--- config.mk ---
export PLATFORM = sky130hd
export DESIGN_NAME = humidity_temp_frame_decoder_unit
export DESIGN_NICKNAME = d
export VERILOG_FILES = /design/src/rtl/htfd_pkg.sv /design/src/rtl/htfd_front.sv /design/src/rtl/htfd_queue.sv /design/src/rtl/htfd_back.sv /design/src/rtl/humidity_temp_frame_decoder_unit.sv
export SDC_FILE = /design/constraint.sdc
export NUM_CORES = 1
export LEC_CHECK = 0
export BUFFER_PORTS_ARGS = -buffer_cell sky130_fd_sc_hd__buf_4
export CAP_MARGIN = 10
export CORE_MARGIN = 4
export CORE_UTILIZATION = 30
export DETAILED_ROUTE_END_ITERATION = 10
export SLEW_MARGIN = 10
export SYNTH_ARGS = -nofsm -noshare
export SYNTH_HDL_FRONTEND = slang
export SYNTH_SLANG_ARGS = --single-unit
--- constraint.sdc ---
create_clock -name clk -period 8.1 [get_ports clk]
set_input_delay 0.405 -clock clk [delete_from_list [all_inputs] [get_ports clk]]
set_output_delay 0.405 -clock clk [all_outputs]
set_load 0.005 [all_outputs]
--- src/rtl/htfd_pkg.sv ---
package htfd_pkg;

  localparam logic [7:0] CRC_INIT = 8'hFF;
  localparam logic [7:0] CRC_POLY = 8'h31;

  localparam int TEMP_SCALE  = 17500;
  localparam int TEMP_OFFSET = 4500;
  localparam int HUM_SCALE   = 10000;
  localparam int HUM_MAX     = 10000;

  localparam int TEMP_W     = 15;
  localparam int HUM_W      = 14;
  localparam int TPROD_W    = 31;  // 17500 * 65535 < 2^31
  localparam int HPROD_W    = 30;  // 10000 * 65535 < 2^30
  localparam int TQ_W       = 15;  // quotient up to 17500
  localparam int HQ_W       = 15;  // quotient up to 10000

  // frame status bits
  localparam int STATUS_TEMP_BAD = 0;
  localparam int STATUS_HUM_BAD  = 1;
  localparam logic [1:0] STATUS_OK = 2'd0;

  // job queue between byte front end and conversion back end (power of two)
  localparam int QUEUE_DEPTH = 2;
  localparam int QUEUE_AW    = $clog2(QUEUE_DEPTH);
  localparam int QUEUE_CW    = $clog2(QUEUE_DEPTH + 1);

  typedef enum logic [2:0] {
    POS_T_HI,
    POS_T_LO,
    POS_T_CRC,
    POS_H_HI,
    POS_H_LO,
    POS_H_CRC
  } pos_t;

  typedef struct packed {
    logic [15:0] temp_raw;
    logic [15:0] hum_raw;
    logic        temp_bad;
    logic        hum_bad;
  } job_t;

  // CRC-8, MSB first, one byte
  function automatic logic [7:0] crc8(input logic [7:0] crc_in, input logic [7:0] data);
    logic [7:0] c;
    c = crc_in ^ data;
    for (int i = 0; i < 8; i++) begin
      if (c[7]) begin
        c = {c[6:0], 1'b0} ^ CRC_POLY;
      end else begin
        c = {c[6:0], 1'b0};
      end
    end
    return c;
  endfunction

endpackage

--- src/rtl/htfd_front.sv ---
module htfd_front (
  input  logic             clk,
  input  logic             rst,
  input  logic             byte_valid,
  output logic             byte_stall,
  input  logic [7:0]       rx_byte,
  input  logic             frame_start,
  input  logic             queue_full,
  output logic             push,
  output htfd_pkg::job_t   push_job
);

  htfd_pkg::pos_t byte_position, byte_position_next;
  htfd_pkg::pos_t pos;
  logic [7:0]     crc_accumulator, crc_accumulator_next;
  logic [15:0]    word_holder, word_holder_next;
  logic [15:0]    temp_raw_word, temp_raw_word_next;
  logic           temp_crc_good, temp_crc_good_next;
  logic           accept;

  assign byte_stall = queue_full;
  assign accept     = byte_valid && !byte_stall;
  assign pos        = frame_start ? htfd_pkg::POS_T_HI : byte_position;

  // position sequencing; an out-of-range position acts as the first byte
  always_comb begin
    unique case (pos)
      htfd_pkg::POS_T_HI:  byte_position_next = htfd_pkg::POS_T_LO;
      htfd_pkg::POS_T_LO:  byte_position_next = htfd_pkg::POS_T_CRC;
      htfd_pkg::POS_T_CRC: byte_position_next = htfd_pkg::POS_H_HI;
      htfd_pkg::POS_H_HI:  byte_position_next = htfd_pkg::POS_H_LO;
      htfd_pkg::POS_H_LO:  byte_position_next = htfd_pkg::POS_H_CRC;
      htfd_pkg::POS_H_CRC: byte_position_next = htfd_pkg::POS_T_HI;
      default:             byte_position_next = htfd_pkg::POS_T_LO;
    endcase
  end

  // datapath and job output
  always_comb begin
    crc_accumulator_next = crc_accumulator;
    word_holder_next     = word_holder;
    temp_raw_word_next   = temp_raw_word;
    temp_crc_good_next   = temp_crc_good;
    push                 = 1'b0;
    push_job.temp_raw    = temp_raw_word;
    push_job.hum_raw     = word_holder;
    push_job.temp_bad    = !temp_crc_good;
    push_job.hum_bad     = (crc_accumulator != rx_byte);
    unique case (pos)
      htfd_pkg::POS_T_HI, htfd_pkg::POS_H_HI: begin
        crc_accumulator_next = htfd_pkg::crc8(htfd_pkg::CRC_INIT, rx_byte);
        word_holder_next     = {rx_byte, 8'h00};
      end
      htfd_pkg::POS_T_LO, htfd_pkg::POS_H_LO: begin
        crc_accumulator_next = htfd_pkg::crc8(crc_accumulator, rx_byte);
        word_holder_next     = {word_holder[15:8], rx_byte};
      end
      htfd_pkg::POS_T_CRC: begin
        temp_crc_good_next   = (crc_accumulator == rx_byte);
        temp_raw_word_next   = word_holder;
        crc_accumulator_next = htfd_pkg::CRC_INIT;
      end
      htfd_pkg::POS_H_CRC: begin
        crc_accumulator_next = htfd_pkg::CRC_INIT;
        push                 = accept;
      end
      default: begin
        crc_accumulator_next = htfd_pkg::crc8(htfd_pkg::CRC_INIT, rx_byte);
        word_holder_next     = {rx_byte, 8'h00};
      end
    endcase
  end

  always_ff @(posedge clk) begin
    if (rst) begin
      byte_position   <= htfd_pkg::POS_T_HI;
      crc_accumulator <= htfd_pkg::CRC_INIT;
      word_holder     <= '0;
      temp_raw_word   <= '0;
      temp_crc_good   <= 1'b0;
    end else if (accept) begin
      byte_position   <= byte_position_next;
      crc_accumulator <= crc_accumulator_next;
      word_holder     <= word_holder_next;
      temp_raw_word   <= temp_raw_word_next;
      temp_crc_good   <= temp_crc_good_next;
    end
  end

endmodule

--- src/rtl/htfd_queue.sv ---
module htfd_queue (
  input  logic           clk,
  input  logic           rst,
  input  logic           push,
  input  htfd_pkg::job_t push_job,
  output logic           full,
  input  logic           pop,
  output htfd_pkg::job_t pop_job,
  output logic           not_empty
);

  htfd_pkg::job_t                 slots [htfd_pkg::QUEUE_DEPTH];
  logic [htfd_pkg::QUEUE_AW-1:0]  wr_ptr;
  logic [htfd_pkg::QUEUE_AW-1:0]  rd_ptr;
  logic [htfd_pkg::QUEUE_CW-1:0]  count;

  assign full      = (count == htfd_pkg::QUEUE_CW'(htfd_pkg::QUEUE_DEPTH));
  assign not_empty = (count != '0);
  assign pop_job   = slots[rd_ptr];

  always_ff @(posedge clk) begin
    if (push) begin
      slots[wr_ptr] <= push_job;
    end
  end

  // depth is a power of two, pointers wrap naturally
  always_ff @(posedge clk) begin
    if (rst) begin
      wr_ptr <= '0;
      rd_ptr <= '0;
      count  <= '0;
    end else begin
      if (push) begin
        wr_ptr <= wr_ptr + 1'b1;
      end
      if (pop) begin
        rd_ptr <= rd_ptr + 1'b1;
      end
      if (push && !pop) begin
        count <= count + 1'b1;
      end else if (pop && !push) begin
        count <= count - 1'b1;
      end
    end
  end

endmodule

--- src/rtl/htfd_back.sv ---
module htfd_back (
  input  logic                               clk,
  input  logic                               rst,
  input  logic                               job_ready,
  input  htfd_pkg::job_t                     job,
  output logic                               pop,
  output logic                               result_valid,
  input  logic                               result_stall,
  output logic signed [htfd_pkg::TEMP_W-1:0] temp_centi,
  output logic [htfd_pkg::HUM_W-1:0]         humidity_centi,
  output logic [1:0]                         frame_status,
  output logic                               reading_valid
);

  logic                         s1_valid;
  logic [htfd_pkg::TPROD_W-1:0] tprod;
  logic [htfd_pkg::HPROD_W-1:0] hprod;
  logic [1:0]                   s1_status;

  logic out_free, s1_free, s1_adv;

  logic [htfd_pkg::TPROD_W:0]   tsum;
  logic [htfd_pkg::HPROD_W:0]   hsum;
  logic [htfd_pkg::TQ_W-1:0]    tq;
  logic [htfd_pkg::HQ_W-1:0]    hq;
  logic signed [htfd_pkg::TQ_W:0] tval;
  logic [htfd_pkg::HUM_W-1:0]   hsat;

  assign out_free = !result_valid || !result_stall;
  assign s1_adv   = s1_valid && out_free;
  assign s1_free  = !s1_valid || s1_adv;
  assign pop      = job_ready && s1_free;

  // x / 65535 = (x + (x >> 16) + 1) >> 16 for the quotient ranges here
  always_comb begin
    tsum = {1'b0, tprod} + (htfd_pkg::TPROD_W+1)'(tprod >> 16) + 1'b1;
    hsum = {1'b0, hprod} + (htfd_pkg::HPROD_W+1)'(hprod >> 16) + 1'b1;
    tq   = tsum[16 +: htfd_pkg::TQ_W];
    hq   = hsum[16 +: htfd_pkg::HQ_W];
    tval = $signed({1'b0, tq}) - (htfd_pkg::TQ_W+1)'(htfd_pkg::TEMP_OFFSET);
    if (hq > htfd_pkg::HQ_W'(htfd_pkg::HUM_MAX)) begin
      hsat = htfd_pkg::HUM_W'(htfd_pkg::HUM_MAX);
    end else begin
      hsat = hq[htfd_pkg::HUM_W-1:0];
    end
  end

  always_ff @(posedge clk) begin
    if (rst) begin
      s1_valid     <= 1'b0;
      result_valid <= 1'b0;
    end else begin
      if (s1_free) begin
        s1_valid <= job_ready;
      end
      if (out_free) begin
        result_valid <= s1_valid;
      end
    end
  end

  always_ff @(posedge clk) begin
    if (pop) begin
      tprod <= htfd_pkg::TPROD_W'(job.temp_raw) * htfd_pkg::TPROD_W'(htfd_pkg::TEMP_SCALE);
      hprod <= htfd_pkg::HPROD_W'(job.hum_raw) * htfd_pkg::HPROD_W'(htfd_pkg::HUM_SCALE);
      s1_status[htfd_pkg::STATUS_TEMP_BAD] <= job.temp_bad;
      s1_status[htfd_pkg::STATUS_HUM_BAD]  <= job.hum_bad;
    end
    if (s1_adv) begin
      temp_centi     <= tval[htfd_pkg::TEMP_W-1:0];
      humidity_centi <= hsat;
      frame_status   <= s1_status;
      reading_valid  <= (s1_status == htfd_pkg::STATUS_OK);
    end
  end

endmodule

--- src/rtl/humidity_temp_frame_decoder_unit.sv ---
// channel   direction  handshake                   payload
// byte      in         byte_valid / byte_stall     rx_byte[7:0], frame_start
// result    out        result_valid / result_stall temp_centi[14:0] (signed),
//                                                  humidity_centi[13:0],
//                                                  frame_status[1:0], reading_valid
//
// One byte per cycle while byte_stall is low; a frame's result follows its sixth
// byte through the job queue, the multiply stage, then divide-by-65535 and output register.
// The byte side stalls only while the two-entry job queue is full.
// Synchronous active-high reset clears position, CRC, the queue and result_valid; reading_valid is not reset.
// A result stall backs up the conversion stages, then the queue, then bytes.
module humidity_temp_frame_decoder_unit (
  input  logic                               clk,
  input  logic                               rst,
  input  logic                               byte_valid,
  output logic                               byte_stall,
  input  logic [7:0]                         rx_byte,
  input  logic                               frame_start,
  output logic                               result_valid,
  input  logic                               result_stall,
  output logic signed [htfd_pkg::TEMP_W-1:0] temp_centi,
  output logic [htfd_pkg::HUM_W-1:0]         humidity_centi,
  output logic [1:0]                         frame_status,
  output logic                               reading_valid
);

  // front: frame position, CRC check, word capture -> one job per frame
  // queue: decouples byte intake from the conversion pipeline
  // back:  scale multiplies, reciprocal divide, offset and clamp
  logic           push, pop, queue_full, queue_not_empty;
  htfd_pkg::job_t push_job, pop_job;

  htfd_front u_front (
    .clk         (clk),
    .rst         (rst),
    .byte_valid  (byte_valid),
    .byte_stall  (byte_stall),
    .rx_byte     (rx_byte),
    .frame_start (frame_start),
    .queue_full  (queue_full),
    .push        (push),
    .push_job    (push_job)
  );

  htfd_queue u_queue (
    .clk       (clk),
    .rst       (rst),
    .push      (push),
    .push_job  (push_job),
    .full      (queue_full),
    .pop       (pop),
    .pop_job   (pop_job),
    .not_empty (queue_not_empty)
  );

  htfd_back u_back (
    .clk            (clk),
    .rst            (rst),
    .job_ready      (queue_not_empty),
    .job            (pop_job),
    .pop            (pop),
    .result_valid   (result_valid),
    .result_stall   (result_stall),
    .temp_centi     (temp_centi),
    .humidity_centi (humidity_centi),
    .frame_status   (frame_status),
    .reading_valid  (reading_valid)
  );

endmodule

After elaboration in Yosys (flattened, before gate mapping)
Memory sizes are Yosys's and may differ from the RTL's. A register that Yosys moved wholly into a read port is not among the register bits.
Index checks and enable logic that the tools add are counted.
{ "totals": {"ff_bits": 139, "ramBits": 68, "inputBits": 13, "output_inout_bits": 34, "word_cells": 146, "n_memories": 1} }
{ "op_classes": {"addsub": 9, "multipliers": 2, "order_cmp": 1, "eq_ne": 8, "mux": 55, "bitwise": 27, "n_reduce_logical": 25} }
{ "mem_list": {"columns": ["memory", "depth", "width", "rd", "rd_clocked_by_memory_dff", "wr", "line_no", "rtl"], "rows": [
  ["u_queue.slots", 2, 34, 1, 1, 1, "htfd_queue.sv:12", "htfd_pkg::job_t slots [htfd_pkg::QUEUE_DEPTH];"]
]} }
{ "ops": {"columns": ["cell", "count"], "rows": [
  ["$mux 8", 21],
  ["$mux 6", 23],
  ["$not 3->3", 23],
  ["$add 31x1->31 const B", 2],
  ["$pmux 16 s2", 1],
  ["$add 30x14->31", 1],
  ["$add 31x15->31", 1],
  ["$mul 16x13->29 const B", 1],
  ["$mul 16x10->26 const B", 1],
  ["$pmux 8 s3", 1],
  ["$gt 15x14->1 const B", 1],
  ["$pmux 3 s5", 1],
  ["$sub 15x13->15 const B", 1],
  ["$eq 8x8->1", 1],
  ["$ne 8x8->1", 1],
  ["$not 8->8", 1],
  ["$xor 8x8->8", 1],
  ["$logic_not 1->1", 7],
  ["$eq 3x2->1 const B", 2],
  ["$eq 3x3->1 const B", 2],
  ["$reduce_or 2->1", 3],
  ["$reduce_or 6->1", 1],
  ["$logic_and 1x1->1", 5],
  ["$mux 1", 5],
  ["14 further kinds", 20]
]} }

Depth between registers and ports, before layout
Gate-level depths: netlist (run 1).
{ "logic_depth": {"word_depth": 25, "depth_mapped": 24, "depth_no_buf": 21} }

Cells and area by module
From an unflattened synthesis (run 1), not the netlist that was laid out.
{ "unflattened": {"cells_unflattened": 1389, "area_unflattened_um2": 15275.9} }
{ "modules_own_cells": {"columns": ["mod", "n_inst", "cells_each", "area_each_um2", "seq_area_each_um2"], "rows": [
  ["htfd_back", 1, 1011, 10396.2, 2712.6],
  ["htfd_queue", 1, 128, 2662.6, 2142.1],
  ["htfd_front", 1, 250, 2217.1, 880.8]
]} }

Worst setup path after synthesis (run 1)
Ideal clock, no wire load.
{ "synth_path": {"path_type": "reg2reg", "startpoint": "reg with a tool-made name", "endpoint": "reg u_back.tprod[29] (netlist name) (data pin)", "setup_ps": 258, "arrival_ps": 5897, "required_time_ps": 7842, "path_slack_ps": 1946, "stages_incl_launch_ff": 25, "n_path_buf": 3, "synth_period_minus_slack_ps": 6154, "cell_sequence": "dfxtp_1 clkbuf_1 buf_1 mux2i_1 inv_1 ha_1 inv_1 fa_1 inv_1 ha_1 fa_1 inv_1 fa_1 inv_1 ha_1 clkbuf_1 a21o_1 a31oi_1 o2111ai_1 nor4b_1 or3_1 a41o_1 or4_1 o21ai_1 xnor2_1"} }
{ "synth_rtl": {"columns": ["item", "line_no", "rtl"], "rows": [
  ["end signal, assigned", "htfd_back.sv:64", "tprod <= htfd_pkg::TPROD_W'(job.temp_raw) * htfd_pkg::TPROD_W'(htfd_pkg::TEMP_SCALE);"],
  ["end, declared", "htfd_back.sv:16", "logic [htfd_pkg::TPROD_W-1:0] tprod;"]
]} }

==> summary.md, run 1 <==
| Metric | Value |
|---|---|
| Setup TNS | `0 ns` |
| IO buf count | `46` |
| P_leak | `7.31 nW` |
| Flop-to-flop setup slack | `1.98 ns` |
| Ys async rst share | `0%` |
| Largest net degree at the start of global routing | `59` |
| GP Congestion | `0.878` |
| Maximum VDD drop | `approximately 0.0004 V` |
| Starting density of the core | `~31%` |
| CP dominant cell by count | `inv_1` |
| Worst Clk Skew | `0.0147 ns` |
| Grt ovf | `0` |
| Routed wire length per instance | `14.1 um` |
| Total die area | `around 53000 um2` |
| Final Hold Fails | `0` |
| Post-CTS setup buffer count | `0` |
| First-pass detailed-route iteration total | `5` |
| Crit path kind | `reg2reg` |
| Via count | `9452` |
| Initial DRC count | `between 500 and 600` |
| Post-CTS sizing | `0` |
| Layout cell share with drive strength beyond 1 | `9.01%` |
| Largest cells by area after synthesis | `edfxtp_1 32%, ha_1 16%, fa_1 11%` |
| Cell area after synthesis | `roughly 15000 um2` |
| Total clock sinks | `208` |
| CTS buffer count | `25` |
| Worst Hold Endpoint | `u_back.result_valid` |
| Yosys top cell area share | `32.1%` |
| Area grow syn2layout | `13.0%` |
| CP Launch Type | `register` |
| Arrival time at the worst endpoint | `6.39 ns` |
| RSZ-0062 raised after global routing | `false` |
| First-pass GRT wire length | `48700 um` |
| Gate Count Post-Synth | `1349` |
| DP Wirelength | `22500 um` |
| Antenna violations before repair | `0` |
| Worst hold margin | `0.160 ns` |
| Max Clock Freq | `0.163 GHz` |
| Clock root cell | `clkbuf_16` |
| Fin nets | `1688` |
| Final Max Tran Viols | `0` |
| Clock latency on the worst-skew pair | `0.54 ns` |
| Setup crit end kind | `register` |
| Final Worst Setup Slack | `1.98 ns` |
| Worst-Margin Slew | `between 1 and 1.5 ns` |
| Worst-path maximum fanout | `20` |
| Top-count cell post-synth | `inv_1` |
| Ys Warns | `0` |
| Antenna Nets Post-Route | `0` |
| Register area share after synthesis | `39.1%` |
| Mean number of vias per cell | `4.64` |
| Post-route DRC | `0` |
| Io pins | `47` |
| CTS tree | `yes` |
| Primary FF master, synth | `edfxtp_1` |
| Final Util | `34.5%` |
| HP Start | `result_stall` |
| Final period utilization | `75.6%` |
| Die height | `229 um` |
| CTS clk-pin slew, worst paths | `0.07 ns` |
| Die X | `229 um` |
| Pwr dens | `452 nW/um2` |
| Status | `finished clean` |
| Max cap viols | `0` |
| Antenna fix cells | `0` |
| H-tree depth | `1` |
| Max-slew headroom | `between 30% and 40%` |
| Synth area leader | `edfxtp_1` |
| Clock buffer depth | `3` |
| Slowest cell on crit path | `dfxtp_2` |
| Number of global-route vias before repair | `9709` |
| Setup WS pre-CTS | `1.94 ns` |
| Core box area | `48000 um2` |
| WP data required | `8.37 ns` |
| Synthesized Nets | `1635` |
| Most common library cells after synthesis | `230 x inv_1, 193 x ha_1, 157 x edfxtp_1` |
| WHS Path Cells | `3` |
| Seq cells post-synth | `208` |
| Hold WC Path Type | `in2reg` |
| R2r endpoint | `u_back.tprod[30]` |
| Post-synth EDFFs | `roughly 160` |
| GRT Total Usage | `about 11%` |
| Syn Area/Cell | `10.9 um2` |
| Tmin final | `6.12 ns` |
| Cells along the critical path | `mux2i_1 -> inv_1 -> ha_1 -> inv_1 -> fa_1 -> inv_1 -> ha_1 -> fa_1 -> inv_1 -> fa_1 -> inv_1 -> ha_1 -> a2111oi_0 -> o21ai_0 -> a31oi_1 -> o21ai_0 -> nand3_1 -> a21boi_0 -> o41ai_1 -> o21ai_0` |
| # setup viols final | `0` |
| CTS Hold Bufs | `0` |
| CP peak stage delay | `0.70 ns` |
| # rows | `80` |
| Power consumption | `7.49 mW` |
| Depth of the most critical reg-to-reg path | `20` |
| Yosys cell types | `70` |
| Wirelength, routed | `28600 um` |
## kinds of logic (layout without fill, tap and decap cells)
group | after synthesis | count (layout) | share of synthesized area, %
adder cells (fa/ha/maj) | 274 | 274 | 27.4
buffers and inverters | 256 | 328 | 6.55
flip-flops | 208 | 208 | 39.1
AND/OR/NAND/NOR | 272 | 272 | 8.95
multiplexers | 43 | 43 | 3.02
XOR/XNOR | 99 | 99 | 5.91
AO/OA/AOI/OAI | 197 | 197 | 9.03
## critical path: cells and delay by family (launching register included)
kind                     cells  cell delay, ns
flip-flops                   1            0.70
AND/OR/NAND/NOR              1            0.11
buffers and inverters        5            0.44
AO/OA/AOI/OAI                7            1.71
multiplexers                 1            0.47
adder cells (fa/ha/maj)      6            2.41
## layout by cell type (no fill, tap or decap), types with 5 or more instances in the layout
master | netlist | layout
a211o_1 | 10 | 10
o21a_1 | 5 | 5
nand3_1 | 18 | 18
a22oi_1 | 9 | 9
buf_4 | 0 | 52
a21oi_1 | 67 | 67
o21ai_0 | 20 | 20
and3_1 | 9 | 9
or4_1 | 5 | 5
xnor2_1 | 67 | 67
nor3_1 | 18 | 18
mux2_2 | 10 | 10
a21o_1 | 17 | 17
fa_1 | 80 | 80
and2_1 | 8 | 8
inv_1 | 230 | 229
nand2b_1 | 11 | 11
a31oi_1 | 6 | 6
or3_1 | 6 | 6
nand2_1 | 78 | 78
a211oi_1 | 7 | 7
nand4_1 | 13 | 13
nor2b_1 | 8 | 8
nor2_1 | 81 | 79
clkbuf_16 | 0 | 26
ha_1 | 193 | 193
dfxtp_1 | 51 | 50
o21bai_1 | 9 | 9
edfxtp_1 | 157 | 157
xor2_1 | 32 | 32
mux2i_1 | 33 | 33
## flip-flops by register name, summed over array words and instances, names as in the netlist, 2 cells and up, named ones only
signal                   count
u_back.temp_centi           15
u_front.temp_raw_word       16
u_back.humidity_centi       14
u_front.word_holder         16
u_queue.slots               68
u_back.frame_status          2
u_front.byte_position        3
u_front.crc_accumulator      8
u_back.s1_status             2
u_back.hprod                26
u_back.tprod                29
u_queue.count                2
## through the flow
step	instance area (um2)	std cells
CTS	16600	2036
global route	16600	2036
finish	16600	2036
floorplan	14700	1349
detailed placement	15800	1990
global placement	15800	1990
## routing by layer
| layer | routed length (um) | GRT usage, % |
|---|---|---|
| met4 | 476 | 2.57 |
| met2 | 13400 | 18.5 |
| met5 | 0 | 0 |
| met3 | 1050 | 1.53 |
| met1 | 13700 | 15.1 |
## power breakdown
part | total [mW] | switching (mW) | internal [mW]
Combinational | 4.48 | 2.46 | 2.02
Clock | 1.10 | 0.461 | 0.637
Sequential | 1.91 | 0.214 | 1.70
Total | 7.49 | 3.13 | 4.36
## how the worst max path moves through the flow
stage          startpoint          endpoint  cells past startpoint
2_1_floorplan    register  u_back.tprod[29]                     24
3_3_place_gp     register  u_back.tprod[29]                     21
3_5_place_dp     register  u_back.tprod[29]                     21
4_1_cts          register  u_back.tprod[30]                     20
5_1_grt          register  u_back.tprod[30]                     20
6_report         register  u_back.tprod[30]                     20
## area by class of cell
class	count	area, um2
clock inverters	17	146
fillers	4761	31500
repair buffers	52	390
inverters	230	863
well taps	615	769
flip-flops and latches	208	5740
clock buffers	29	672
multi-input cells	885	8000
Note: power is estimated with default switching activity, not from simulation.
==> inputs of run 2 (changes only) <==
- ABC_AREA: default -> 1
- clock period: 8.1 -> 5.8 ns (I/O delays scaled with it)
==> summary.md, run 2 <==
| Metric | Value |
|---|---|
| Cell Area, Placed | `17800 um2` |
| Post-synth EDFFs | `157` |
| GP Congestion | `0.896` |
| # setup viols final | `0` |
| Antenna violations before repair | `0` |
| Final Hold Fails | `0` |
| Crit path kind | `reg2reg` |
| Syn Area/Cell | `8.44 um2` |
| Slowest cell on crit path | `dfxtp_2` |
| CTS buffer count | `26` |
| Die height | `243 um` |
| Commonest non-fill, non-tap cells in the layout | `436 x nand2_1, 416 x inv_1, 193 x ha_1, 157 x edfxtp_1, 143 x nor2_1` |
| Synth area leader | `edfxtp_1` |
| Clock latency on the worst-skew pair | `0.55 ns` |
| Max-slew headroom | `24.9%` |
| Initial DRC count | `585` |
| Ys Warns | `0` |
| Total die area | `58900 um2` |
| WP data required | `6.09 ns` |
| Max cap viols | `0` |
| Post-CTS setup buffer count | `0` |
| Io pins | `47` |
| Finished Cell Area | `between 15000 and 20000 um2` |
| First-pass GRT wire length | `60300 um` |
| Antenna Nets Post-Route | `0` |
| Fin nets | `2311` |
| Primary FF master, synth | `edfxtp_1` |
| Setup TNS | `0 ns` |
| Final period utilization | `90.7%` |
| Wirelength, routed | `35700 um` |
| Final Max Tran Viols | `0` |
| CP dominant cell by count | `inv_1` |
| CTS tree | `yes` |
| Mean number of vias per cell | `4.43` |
| First-pass detailed-route iteration total | `6` |
| IO buf count | `46` |
| Max FFs per register | `68` |
| Worst-Margin Slew | `1.13 ns` |
| RSZ-0062 raised after global routing | `false` |
| Tmin final | `5.26 ns` |
| Largest net degree at the start of global routing | `61` |
| Yosys top cell area share | `28.5%` |
| Number of global-route vias before repair | `12100` |
| Core box area | `about 54000 um2` |
| Worst Clk Skew | `0.0235 ns` |
| Status | `finished clean` |
| Post-CTS sizing | `0` |
| Antenna fix cells | `0` |
| Post-route DRC | `0` |
| CTS Hold Bufs | `0` |
| CP Launch Type | `register` |
| # rows | `85` |
| Worst-path maximum fanout | `31` |
| Area grow syn2layout | `13.0%` |
| Hold WC Path Type | `in2reg` |
| Grt ovf | `0` |
| Layout cell share with drive strength beyond 1 | `7.87%` |
| Most common cell after layout, fill and taps aside | `nand2_1` |
| Total clock sinks | `208` |
| Top Registers | `u_queue.slots: 68 flops, u_back.tprod: 29 flops, u_back.hprod: 26 flops` |
| Die X | `about 240 um` |
| Cells along the critical path | `buf_12 -> nand2_1 -> o21ai_0 -> inv_1 -> fa_1 -> ha_1 -> inv_1 -> fa_1 -> inv_1 -> ha_1 -> inv_1 -> fa_1 -> inv_1 -> ha_1 -> nand2_1 -> o21ai_0 -> a21boi_0 -> o21ai_0 -> nand3_1 -> nand2_1 -> xor2_1` |
| Setup crit end kind | `register` |
| Routed wire length per instance | `between 10 and 15 um` |
| Register area share after synthesis | `between 30% and 40%` |
| Clock buffer depth | `3` |
| Most common library cells after synthesis | `436 x nand2_1, 417 x inv_1, 193 x ha_1` |
| CP peak stage delay | `0.58 ns` |
| Ys async rst share | `0%` |
| Crit path buf inv count | `6` |
| # fillers | `5580` |
| Top-count cell post-synth | `nand2_1` |
| Clock root cell | `clkbuf_16` |
| Yosys cell types | `between 50 and 60` |
| Synthesized Nets | `2245` |
| Seq cells post-synth | `208` |
| Largest cells by area after synthesis | `edfxtp_1 29%, ha_1 15%, nand2_1 9.9%` |
| GRT Total Usage | `12.1%` |
| Crit path max-delay family | `adder cells` |
| Cell area after synthesis | `16500 um2` |
| CTS clk-pin slew, worst paths | `0.05 ns` |
| Worst hold margin | `0.0532 ns` |
| Top reg by flops | `u_queue.slots` |
| Gate Count Post-Synth | `~2000` |
| Arrival time at the worst endpoint | `roughly 5.6 ns` |
| DP Wirelength | `28700 um` |
| Starting density of the core | `30.5%` |
| Max Clock Freq | `0.190 GHz` |
| Via count | `12100` |
| H-tree depth | `1` |
run 2: cell count changes after synthesis, sizes merged, moves of 11 or more:
| cell | change |
|---|---|
| mux2i | -33 |
| o21ai | +61 |
| a21oi | +21 |
| xnor2 | -35 |
| nor2 | +82 |
| xor2 | +20 |
| nand3b | +11 |
| nand3 | +65 |
| inv | +188 |
| nor3 | -11 |
| a21o | -13 |
| nand2 | +370 |
run 2: path summary, 6_finish.rpt:
path | from | to | slack, ns | cells past startpoint
worst max register to register | register | u_back.hprod[22] | 0.54 | 21
worst min-delay path | result_stall | u_back.result_valid | 0.05 | 3
worst max-delay path | register | u_back.hprod[22] | 0.54 | 21
worst min register to register | u_queue.rd_ptr | register | 0.45 | 1
run 2: per-stage QoR:
stage | setup slack [ns] | utilization (%) | instances
6_report | 0.540 | 34.5 | 2741
5_1_grt | 0.0748 | 34.5 | 2741
4_1_cts | 0.490 | 34.5 | 2741
3_5_place_dp | 0.486 | 32.8 | 2693
3_3_place_gp | 0.592 | 32.8 | 2693
2_1_floorplan | 0.659 | - | 1959
run 2: worst min-delay path, cell delays in order:
cell     delay, ns
buf_4         0.11
nand2_1       0.07
a21oi_1       0.06
run 2: routing by layer:
layer  vias to the layer above  track usage (%)  wire length [um]
li1                       6370                -                 -
met5                         -                0                 0
met2                       168             20.1             16200
met3                        70             1.87              1240
met1                      5537             16.6             17300
met4                         0             3.24               957
run 2: layout make-up:
cell class                      count  area, um2  area share [%]
Clock buffer                       32        724            3.88
Inverter                          419       1570            8.42
Timing Repair Buffer               59        455            2.44
Tap cell                          696        871            4.66
Multi-Input combinational cell   1311       9150            49.0
Clock inverter                     16        174           0.931
Sequential cell                   208       5740            30.7
run 2: cells by family after synthesis:
kind of cell    after synthesis  synth area share (%)
flops                       208                  34.7
compound gates              207                  6.83
mux                          10                 0.681
xor+xnor                     84                  4.63
buf+inv                     440                  10.0
fa+ha+maj                   273                  24.3
simple gates                737                  18.8
Power of run 2 is left out: the tool's default activity adds up to more than one toggle a clock period on the data nets, which glitch-free logic cannot reach.
==> inputs of run 3 (changes only) <==
- MAX_ROUTING_LAYER: default -> met4
- SYNTH_HIERARCHICAL: default -> 1
==> summary.md, run 3 <==
| Metric | Value |
|---|---|
| Crit path max-delay family | `adder cells` |
| Top reg by flops | `u_queue/slots` |
| CP peak stage delay | `0.55 ns` |
| Io pins | `47` |
| Grt ovf | `0` |
| Max-slew headroom | `32.3%` |
| Hold WC Path Type | `in2reg` |
| Slowest cell on crit path | `fa_1` |
| Post-CTS sizing | `0` |
| Top-count cell post-synth | `nand2_1` |
| Largest net degree at the start of global routing | `60` |
| Core box area | `roughly 56000 um2` |
| Max FFs per register | `68` |
| Clock buffer depth | `3` |
| GP Congestion | `a little under 0.9` |
| CTS buffer count | `25` |
| Ys Warns | `6` |
| Number of global-route vias before repair | `12600` |
| First-pass detailed-route iteration total | `5` |
| Primary FF master, synth | `edfxtp_1` |
| Flop-to-flop setup slack | `between 0.5 and 0.6 ns` |
| CP Launch Type | `register` |
| # setup viols final | `0` |
| GRT Total Usage | `13.2%` |
| Worst Clk Skew | `0.0246 ns` |
| Area grow syn2layout | `12.0%` |
| Most common library cells after synthesis | `450 x nand2_1, 377 x inv_1, 193 x ha_1` |
| Arrival time at the worst endpoint | `5.52 ns` |
| Commonest non-fill, non-tap cells in the layout | `450 x nand2_1, 376 x inv_1, 193 x ha_1, 157 x edfxtp_1, 138 x nor2_1` |
| Synth area leader | `edfxtp_1` |
| Status | `finished clean` |
| First-pass GRT wire length | `63800 um` |
| WP data required | `6.09 ns` |
| Most common cell after layout, fill and taps aside | `nand2_1` |
| Yosys cell types | `54` |
| Antenna fix cells | `0` |
| Cells along the critical path | `buf_4 -> mux2_4 -> ha_1 -> fa_1 -> ha_1 -> inv_1 -> fa_1 -> fa_1 -> inv_1 -> ha_1 -> a21o_1 -> a21oi_1 -> o21ai_0 -> a21oi_1 -> o21ai_0 -> a21oi_1 -> xnor2_1` |
| Wirelength, routed | `38400 um` |
| Post-CTS setup buffer count | `0` |
| Final period utilization | `90.1%` |
| # fillers | `5789` |
| CTS tree | `yes` |
| Max cap viols | `0` |
| Antenna Nets Post-Route | `0` |
| Total clock sinks | `between 200 and 250` |
| Gate Count Post-Synth | `between 1500 and 2000` |
| Seq cells post-synth | `208` |
| Clock root cell | `clkbuf_16` |
| Setup crit end kind | `register` |
| Yosys top cell area share | `27.8%` |
| H-tree depth | `1` |
| Largest cells by area after synthesis | `edfxtp_1 28%, ha_1 14%, nand2_1 10%` |
| Setup TNS | `0 ns` |
| CTS Hold Bufs | `0` |
| CTS clk-pin slew, worst paths | `~0.070 ns` |
| Max Clock Freq | `0.191 GHz` |
| Cell area after synthesis | `17000 um2` |
| Starting density of the core | `30.6%` |
| Tmin final | `5.23 ns` |
| Post-synth EDFFs | `157` |
| # rows | `86` |
| Synthesized Nets | `roughly 2300` |
| Mean number of vias per cell | `4.47` |
| Crit path kind | `reg2reg` |
| Die height | `~250 um` |
| Via count | `12500` |
| Syn Area/Cell | `approximately 8.6 um2` |
| RSZ-0062 raised after global routing | `false` |
| Fin nets | `2316` |
| Final Max Tran Viols | `0` |
| Die X | `around 250 um` |
| Worst-path maximum fanout | `18` |
| Register area share after synthesis | `33.8%` |
| IO buf count | `46` |
| Crit path buf inv count | `3` |
| Clock latency on the worst-skew pair | `0.54 ns` |
| DP Wirelength | `31400 um` |
| Post-route DRC | `0` |
| Antenna violations before repair | `0` |
| Routed wire length per instance | `roughly 14 um` |
| Total die area | `between 60000 and 70000 um2` |
| Layout cell share with drive strength beyond 1 | `9.96%` |
| Ys async rst share | `0%` |
| Top Registers | `u_queue/slots: 68 flops, u_back/tprod: 29 flops, u_back/hprod: 26 flops` |
| Final Hold Fails | `0` |
| Worst-Margin Slew | `1.02 ns` |
| Initial DRC count | `626` |
run 3: final cells by class:
| type | count | area (um2) | area share, % |
|---|---|---|---|
| clock buffer | 28 | 657 | 3.46 |
| clock inverter | 18 | 201 | 1.06 |
| inverter | 390 | 1470 | 7.72 |
| multi-input combinational | 1354 | 9620 | 50.6 |
| sequential | 208 | 5740 | 30.2 |
| tap | 748 | 936 | 4.93 |
| timing repair buffer | 51 | 383 | 2.02 |
run 3: path summary, 6_finish.rpt:
| check | start | cells after the start | end |
|---|---|---|---|
| max | register | 17 | u_back/tprod[22] |
| min | rx_byte[0] | 3 | u_front/word_holder[0] |
| max reg2reg | register | 17 | u_back/tprod[22] |
| min reg2reg | u_front/temp_raw_word[10] | 0 | u_queue/slots[1][28] |
run 3: routing by layer:
metal	vias up	GRT usage (%)	share of wire [%]
met4	0	3.10	2.5
met2	162	21.9	47
li1	6456	-	-
met5	-	-	0
met3	57	1.61	2.7
met1	5823	17.3	47
run 3: per-stage QoR:
step	cell area, um2	hold slack (ns)	setup slack (ns)	utilization (%)	std cells
floorplan	17000	0.359	1.04	-	1970
global placement	18100	0.436	0.703	32.7	2751
detailed placement	18100	0.443	0.631	32.7	2751
CTS	19000	0.0353	0.650	34.2	2797
global route	19000	0.0426	0.369	34.2	2797
finish	19000	0.0636	0.573	34.2	2797
run 3: worst reg2reg max path, cell delays in order (launching register included):
cell and delay [ns]:
dfxtp_2 0.32, buf_4 0.30, mux2_4 0.39, ha_1 0.34
fa_1 0.47, ha_1 0.31, inv_1 0.07, fa_1 0.44
fa_1 0.55, inv_1 0.04, ha_1 0.34, a21o_1 0.19
a21oi_1 0.26, o21ai_0 0.19, a21oi_1 0.31, o21ai_0 0.20
a21oi_1 0.22, xnor2_1 0.08
run 3: cells by family after synthesis:
logic type	count (synthesis)	share of synthesized area, %
DFF	208	33.8
adders and majority gates	273	23.7
buffers and inverters	408	9.55
xor gates and xnor gates	70	3.61
and+or+nand+nor	778	19.9
AOI/OAI and AO/OA	199	6.51
muxes	34	2.92
Power of run 3 is left out for the same reason.
